## src/rtl/core/ufs_pkg.sv

```systemverilog
// Package for the disjoint-set block: field widths, payload structs and the
// command/status structs between controller and datapath. No dependencies.
package ufs_pkg;

  localparam int ELEM_W       = 10;
  localparam int SZ_W         = 11;
  localparam int ELEMENTS_DEF = 1024;

  localparam logic OP_FIND  = 1'b0;
  localparam logic OP_UNITE = 1'b1;

  typedef struct packed {
    logic              operation;
    logic [ELEM_W-1:0] first_element;
    logic [ELEM_W-1:0] second_element;
  } ufs_in_t;

  typedef struct packed {
    logic [ELEM_W-1:0] root;
    logic              already_joined;
  } ufs_out_t;

  typedef struct packed {
    logic clr_wr;
    logic capture;
    logic wrap;
    logic sel_b;
    logic walk_start;
    logic walk_step;
    logic comp_start;
    logic comp_step;
    logic merge;
    logic load_out;
  } ufs_cmd_t;

  typedef struct packed {
    logic clr_last;
    logic op_unite;
    logic at_root;
    logic comp_skip;
    logic comp_last;
  } ufs_sts_t;

endpackage

```

## src/rtl/core/ufs_ctrl.sv

```systemverilog
// Controller of the disjoint-set block: sequences clearing, index wrap, root
// walks, path compression and merge, and owns both handshakes. Uses ufs_pkg.
module ufs_ctrl (
  input  logic              clk,
  input  logic              rst_n,
  input  logic              in_valid,
  output logic              in_stall,
  output logic              out_valid,
  input  logic              out_stall,
  input  ufs_pkg::ufs_sts_t sts,
  output ufs_pkg::ufs_cmd_t cmd
);
  import ufs_pkg::*;

  typedef enum logic [3:0] {
    ST_CLEAR,
    ST_IDLE,
    ST_WRAP,
    ST_WALK_START,
    ST_WALK,
    ST_COMP_START,
    ST_COMP,
    ST_MERGE,
    ST_FINISH
  } state_t;

  state_t state_r, state_nxt;
  logic   sel_b_r, sel_b_nxt;
  logic   out_valid_r, out_valid_nxt;
  logic   in_stall_r, in_stall_nxt;
  logic   elem_done, out_free;

  assign out_free = !out_valid_r || !out_stall;

  always_comb begin
    state_nxt = state_r;
    sel_b_nxt = sel_b_r;
    elem_done = 1'b0;
    cmd       = '0;
    cmd.sel_b = sel_b_r;
    case (state_r)
      ST_CLEAR: begin
        cmd.clr_wr = 1'b1;
        if (sts.clr_last) state_nxt = ST_IDLE;
      end
      ST_IDLE: begin
        if (in_valid) begin
          cmd.capture = 1'b1;
          state_nxt   = ST_WRAP;
        end
      end
      ST_WRAP: begin
        cmd.wrap  = 1'b1;
        sel_b_nxt = 1'b0;
        state_nxt = ST_WALK_START;
      end
      ST_WALK_START: begin
        cmd.walk_start = 1'b1;
        state_nxt      = ST_WALK;
      end
      ST_WALK: begin
        cmd.walk_step = 1'b1;
        if (sts.at_root) state_nxt = ST_COMP_START;
      end
      ST_COMP_START: begin
        cmd.comp_start = 1'b1;
        if (sts.comp_skip) elem_done = 1'b1;
        else state_nxt = ST_COMP;
      end
      ST_COMP: begin
        cmd.comp_step = 1'b1;
        if (sts.comp_last) elem_done = 1'b1;
      end
      ST_MERGE: begin
        cmd.merge = 1'b1;
        state_nxt = ST_FINISH;
      end
      ST_FINISH: begin
        if (out_free) begin
          cmd.load_out = 1'b1;
          state_nxt    = ST_IDLE;
        end
      end
      default: begin
        state_nxt = ST_CLEAR;
      end
    endcase
    if (elem_done) begin
      if (sel_b_r) begin
        state_nxt = ST_MERGE;
      end else if (sts.op_unite) begin
        sel_b_nxt = 1'b1;
        state_nxt = ST_WALK_START;
      end else begin
        state_nxt = ST_FINISH;
      end
    end
  end

  assign out_valid_nxt = cmd.load_out || (out_valid_r && out_stall);
  assign in_stall_nxt  = state_nxt != ST_IDLE;

  always_ff @(posedge clk) begin
    if (!rst_n) begin
      state_r     <= ST_CLEAR;
      sel_b_r     <= 1'b0;
      out_valid_r <= 1'b0;
      in_stall_r  <= 1'b1;
    end else begin
      state_r     <= state_nxt;
      sel_b_r     <= sel_b_nxt;
      out_valid_r <= out_valid_nxt;
      in_stall_r  <= in_stall_nxt;
    end
  end

  assign in_stall  = in_stall_r;
  assign out_valid = out_valid_r;

endmodule

```

## config.mk

```make
export PLATFORM = sky130hd
export DESIGN_NAME = ufs_ctrl
export DESIGN_NICKNAME = d
export VERILOG_FILES = /design/src/rtl/core/ufs_pkg.sv /design/src/rtl/core/ufs_ctrl.sv
export SDC_FILE = /design/constraint.sdc
export NUM_CORES = 1
export LEC_CHECK = 0
export BUFFER_PORTS_ARGS = -buffer_cell sky130_fd_sc_hd__buf_2
export CAP_MARGIN = 10
export CORE_UTILIZATION = 40
export CTS_CLUSTER_DIAMETER = 40
export CTS_CLUSTER_SIZE = 30
export DETAILED_ROUTE_END_ITERATION = 6
export PLACE_DENSITY = 0.66
export SYNTH_ARGS = -nofsm -noshare
export SYNTH_HDL_FRONTEND = slang
export SYNTH_SLANG_ARGS = --single-unit
export TNS_END_PERCENT = 50
```

## constraint.sdc

```tcl
create_clock -name clk -period 3 [get_ports clk]
set_input_delay 0 -clock clk [delete_from_list [all_inputs] [get_ports clk]]
set_output_delay 0 -clock clk [all_outputs]
set_load 0.05 [all_outputs]
```

After elaboration in Yosys (flattened, before gate mapping)
Index checks and enable logic that the tools add are counted.

word-level totals
  bits in registers = 7
  bits of input ports = 9
  output and inout port bits = 12
  logic and storage cells = 46

cells by class
  eq/ne operators = 9
  mux-type cells = 27
  reduce and logical (&&, ||, !) cells = 6

operators by type and width
  cell                count
  $pmux 4 s9          1
  $mux 4              8
  $mux 1              17
  $eq 4x3->1 const B  4
  $eq 4x2->1 const B  2
  $eq 4x1->1 const B  1
  $eq 4x4->1 const B  1
  $logic_not 4->1     1
  $ne 4x1->1 const B  1
  $logic_not 1->1     2
  $logic_or 1x1->1    2
  $pmux 1 s2          1
  $logic_and 1x1->1   1

Logic depth before layout (Yosys ltp)
  word-level depth = 6
  depth in mapped cells = 5

Worst setup path before layout
No wires, ideal clock.

  kind = register to output
  start point = register state_r[3]
  end point = output cmd[8] (netlist bit)
  arrival time = 1.776 ns
  slack = 1.224 ns
  stages on the path, launching flop included = 4
  path buffers = 1
  cells stage by stage = dfxtp_1 or2_1 buf_6 nor3_1

RTL lines
  what                    RTL line         source
  start, declared         ufs_ctrl.sv:27   state_t state_r, state_nxt;
  start signal, assigned  ufs_ctrl.sv:110  state_r <= state_nxt;
  end, declared           ufs_ctrl.sv:11   output ufs_pkg::ufs_cmd_t cmd

==> Implementation_results.wiki <==
{| class="wikitable"
! Metric !! Value
|-
| Gr usage total || 0.2148
|-
| Height of the chip || 40.63 um
|-
| Number of clock sinks || 7
|-
| EDFF count, synth || 0
|-
| Compound-Gate Fraction of Synth Area || 0.2558
|-
| Final hold viol count || 0
|-
| Final Wtd Congestion || 0.8396
|-
| Detailed Place HPWL || 1037 um
|-
| Share of synthesized area spent on multiplexers || 0.02306
|-
| Final instance area || 696.9 sq um
|-
| Critical Path Fanout Max || 15
|-
| Flip-flop and latch count after synthesis || 7
|-
| Startpoint of the lowest-slack register-to-register path || state_r[0]
|-
| Type of element capturing the critical path || output pin
|-
| Initial DRC count || 11
|-
| Final critical-path required period || 1.808 ns
|-
| Drt via density || 5.727
|-
| Via total after detailed routing || 630
|-
| Worst Path Class, Setup || flop to output pin
|-
| First-pass GRT wire length || 2256 um
|-
| Worst setup skew after layout || 0.0005124 ns
|-
| Post-Synth Simple-Gate Area || 0.3774
|-
| CP startpoint kind || flop
|-
| Final Max Slew Viols || 0
|-
| Result of the run || completed
|-
| Maximum number of pins on one net before global-route repair || 17
|-
| Worst stage delay on the critical path || 0.63 ns
|-
| Number of buffers created by CTS || 3
|-
| X dimension of the die || 40.63 um
|-
| Power density over cell area || 422.1 nW/um^2
|-
| Std-Cell Core Area || 1350 sq um
|-
| Total Power Consumption || 0.2942 mW
|-
| Clock root buffer || sky130_fd_sc_hd__clkbuf_4
|-
| Largest delay share family, worst path || simple AND/OR/NAND/NOR gates
|-
| Timing endpoint of the critical path || cmd[0]
|-
| H-tree depth reported by CTS || 1
|-
| Worst-case clock buffer depth || 2
|-
| Critical R2R Capture || in_stall
|-
| XOR/XNOR Fraction of Synth Area || 0.01468
|-
| Leftover overflow at the end of global routing || 0
|-
| Total number of nets in the final design || 105
|-
| Max capacitance violation total || 0
|-
| Final antenna diode count || 0
|-
| Post-synth design cell area || 596.8 sq um
|-
| Buf/Inv on CP || 1
|-
| Maximum clock frequency || 553.0 MHz
|-
| IO Port Bufs || 20
|-
| Post-CTS setup-driven buffer insertion count || 0
|-
| Clock transition at the registers of the reported paths || 0.05 ns
|-
| Drc violations || 0
|-
| Routed length per instance || 13.29 um
|-
| Final ANT Viol Nets || 0
|-
| Async set-reset flop share out of synthesis || 0
|-
| Worst slew margin || 0.6982
|-
| Area share of fa/ha/maj cells after synthesis || 0
|-
| Number of antenna violations at the first check in global routing || 0
|-
| Setup repair after global routing missed its margin || false
|-
| Number of detailed-routing iterations run before antenna repair || 4
|-
| Crit path launch || state_r[2]
|-
| Via count of the first global-routing pass || 497
|-
| Cell depth of the worst flop-to-flop path || 4
|-
| Layout area overhead || 16.77%
|-
| Worst reg2reg setup slack || 1.36 ns
|-
| Synth warnings || 0
|-
| Dominant combinational cell family by area after synthesis || simple AND/OR/NAND/NOR gates
|-
| Total die area || 1650 sq um
|-
| Row count || 13
|-
| Total stage count of the critical path || 3
|-
| Number of distinct standard cells referenced by the synthesized netlist || 38
|-
| Num ports || 21
|-
| Hold Path Class || input port to flop
|-
| Clock tree from TritonCTS || built
|-
| Clk Latency, worst-skew pair || 0.26 ns
|-
| Chain of cells forming the critical path || or4b_4 -> a21oi_4 -> buf_2
|-
| Post-route fraction of the period consumed by the critical path || 0.6028
|-
| Initial cell density of the core || 0.4421
|-
| Final setup fails || 0
|-
| Max rail drop VDD || 0.2146 mV
|-
| Arr. time, crit path || 1.81 ns
|-
| Total negative setup slack || 0 ns
|-
| Post-Syn Instances || 76
|-
| Mapped Nets || 85
|-
| Leakage power figure || 0.2872 nW
|-
| Hold wc startpoint || sts[3]
|-
| Routed Wire Length || 1462 um
|-
| Worst-margin pin slew || 0.4520 ns
|-
| Count of hold-fix buffers inserted at cts || 0
|-
| Worst EP required || 3.00 ns
|-
| Seq/Total Area, Yosys || 0.2348
|-
| Cell with the largest stage delay on the worst path || sky130_fd_sc_hd__or4b_4
|-
| Share of layout cells above drive strength 1 || 0.3368
|-
| Main synth FF type || sky130_fd_sc_hd__dfxtp_1
|-
| Placed standard-cell area || 670.6 sq um
|-
| Post-cts repair resize count || 0
|-
| Average cell area after synthesis || 7.853 sq um
|}
[layout by cell type (no fill, tap or decap), types with 3 or more instances in the layout]
cell / instances
sky130_fd_sc_hd__a21oi_1: 7
sky130_fd_sc_hd__buf_2: 20
sky130_fd_sc_hd__clkbuf_4: 3
sky130_fd_sc_hd__dfxtp_1: 7
sky130_fd_sc_hd__inv_1: 3
sky130_fd_sc_hd__nand2_1: 3
sky130_fd_sc_hd__nand3b_1: 3
sky130_fd_sc_hd__nor2_1: 7
sky130_fd_sc_hd__nor3_1: 4
sky130_fd_sc_hd__o21ai_0: 4
[cell families after synthesis]
kind of cell / count (synthesis)
buf+inv: 8
xor+xnor: 1
mux: 1
compound gates: 23
simple gates: 36
flops: 7
[worst min-delay path by stage]
| stage | to | slack, ns | cells past startpoint |
|---|---|---|---|
| after floorplan | cmd[0] | 0.10 | 1 |
| after global placement | sel_b_r | 0.29 | 3 |
| after detailed placement | sel_b_r | 0.29 | 3 |
| after CTS | sel_b_r | 0.02 | 3 |
| after global routing | sel_b_r | 0.03 | 3 |
| final | sel_b_r | 0.02 | 3 |
[sequential cells by signal (all words and copies together), names as in the netlist]
register	count
out_valid	1
in_stall	1
state_r	4
sel_b_r	1
[synthesized netlist by cell type (all sizes together), types with 2 or more instances]
| cell type | instances | area (sq um) |
|---|---|---|
| a21oi | 8 | 51.30 |
| nand2b | 4 | 30.03 |
| inv | 3 | 11.26 |
| a211oi | 2 | 15.01 |
| o22ai | 2 | 12.51 |
| nor2 | 7 | 26.28 |
| or2 | 2 | 12.52 |
| dfxtp | 7 | 140.1 |
| nor3 | 5 | 30.03 |
| o21ai | 6 | 30.03 |
| nand2 | 3 | 11.26 |
| nand3b | 3 | 22.52 |
| buf | 5 | 45.04 |
| or2b | 2 | 16.27 |
[where the power goes]
group / switching (mW) / internal, mW
combinational: 0.0569 / 0.0336
sequential: 0.0133 / 0.0988
clock: 0.0404 / 0.0511
[tightest hold or removal path, delay by kind of cell]
family	cells	cell delay [ns]
AO/OA/AOI/OAI	1	0.06
buffers and inverters	1	0.11
AND/OR/NAND/NOR	1	0.07
[per-layer routing]
metal	vias up	part of all wire	GRT usage
met2	26	0.44	0.3254
met4	0	0.029	0.1250
met5	-	0	0
met3	5	0.064	0.04891
li1	318	-	-
met1	281	0.47	0.2767
[area by class of cell]
cell class,count,area (sq um)
inverter,3,11.26
clock buffer,4,26.28
sequential,7,140.1
fill,142,653.1
tap,15,18.77
timing repair buffer,20,100.1
multi-input combinational,61,400.4
[metrics by stage]
step	setup slack (ns)	hold WS, ns	instances	utilization
floorplan	1.224	0.1016	76	-
detailed placement	1.376	0.2933	106	0.4968
CTS	1.189	0.01937	110	0.5162
global placement	1.400	0.2942	106	0.4968
global route	1.128	0.02594	110	0.5162
finish	1.192	0.01961	110	0.5162
(Power assumes the default switching activity.)
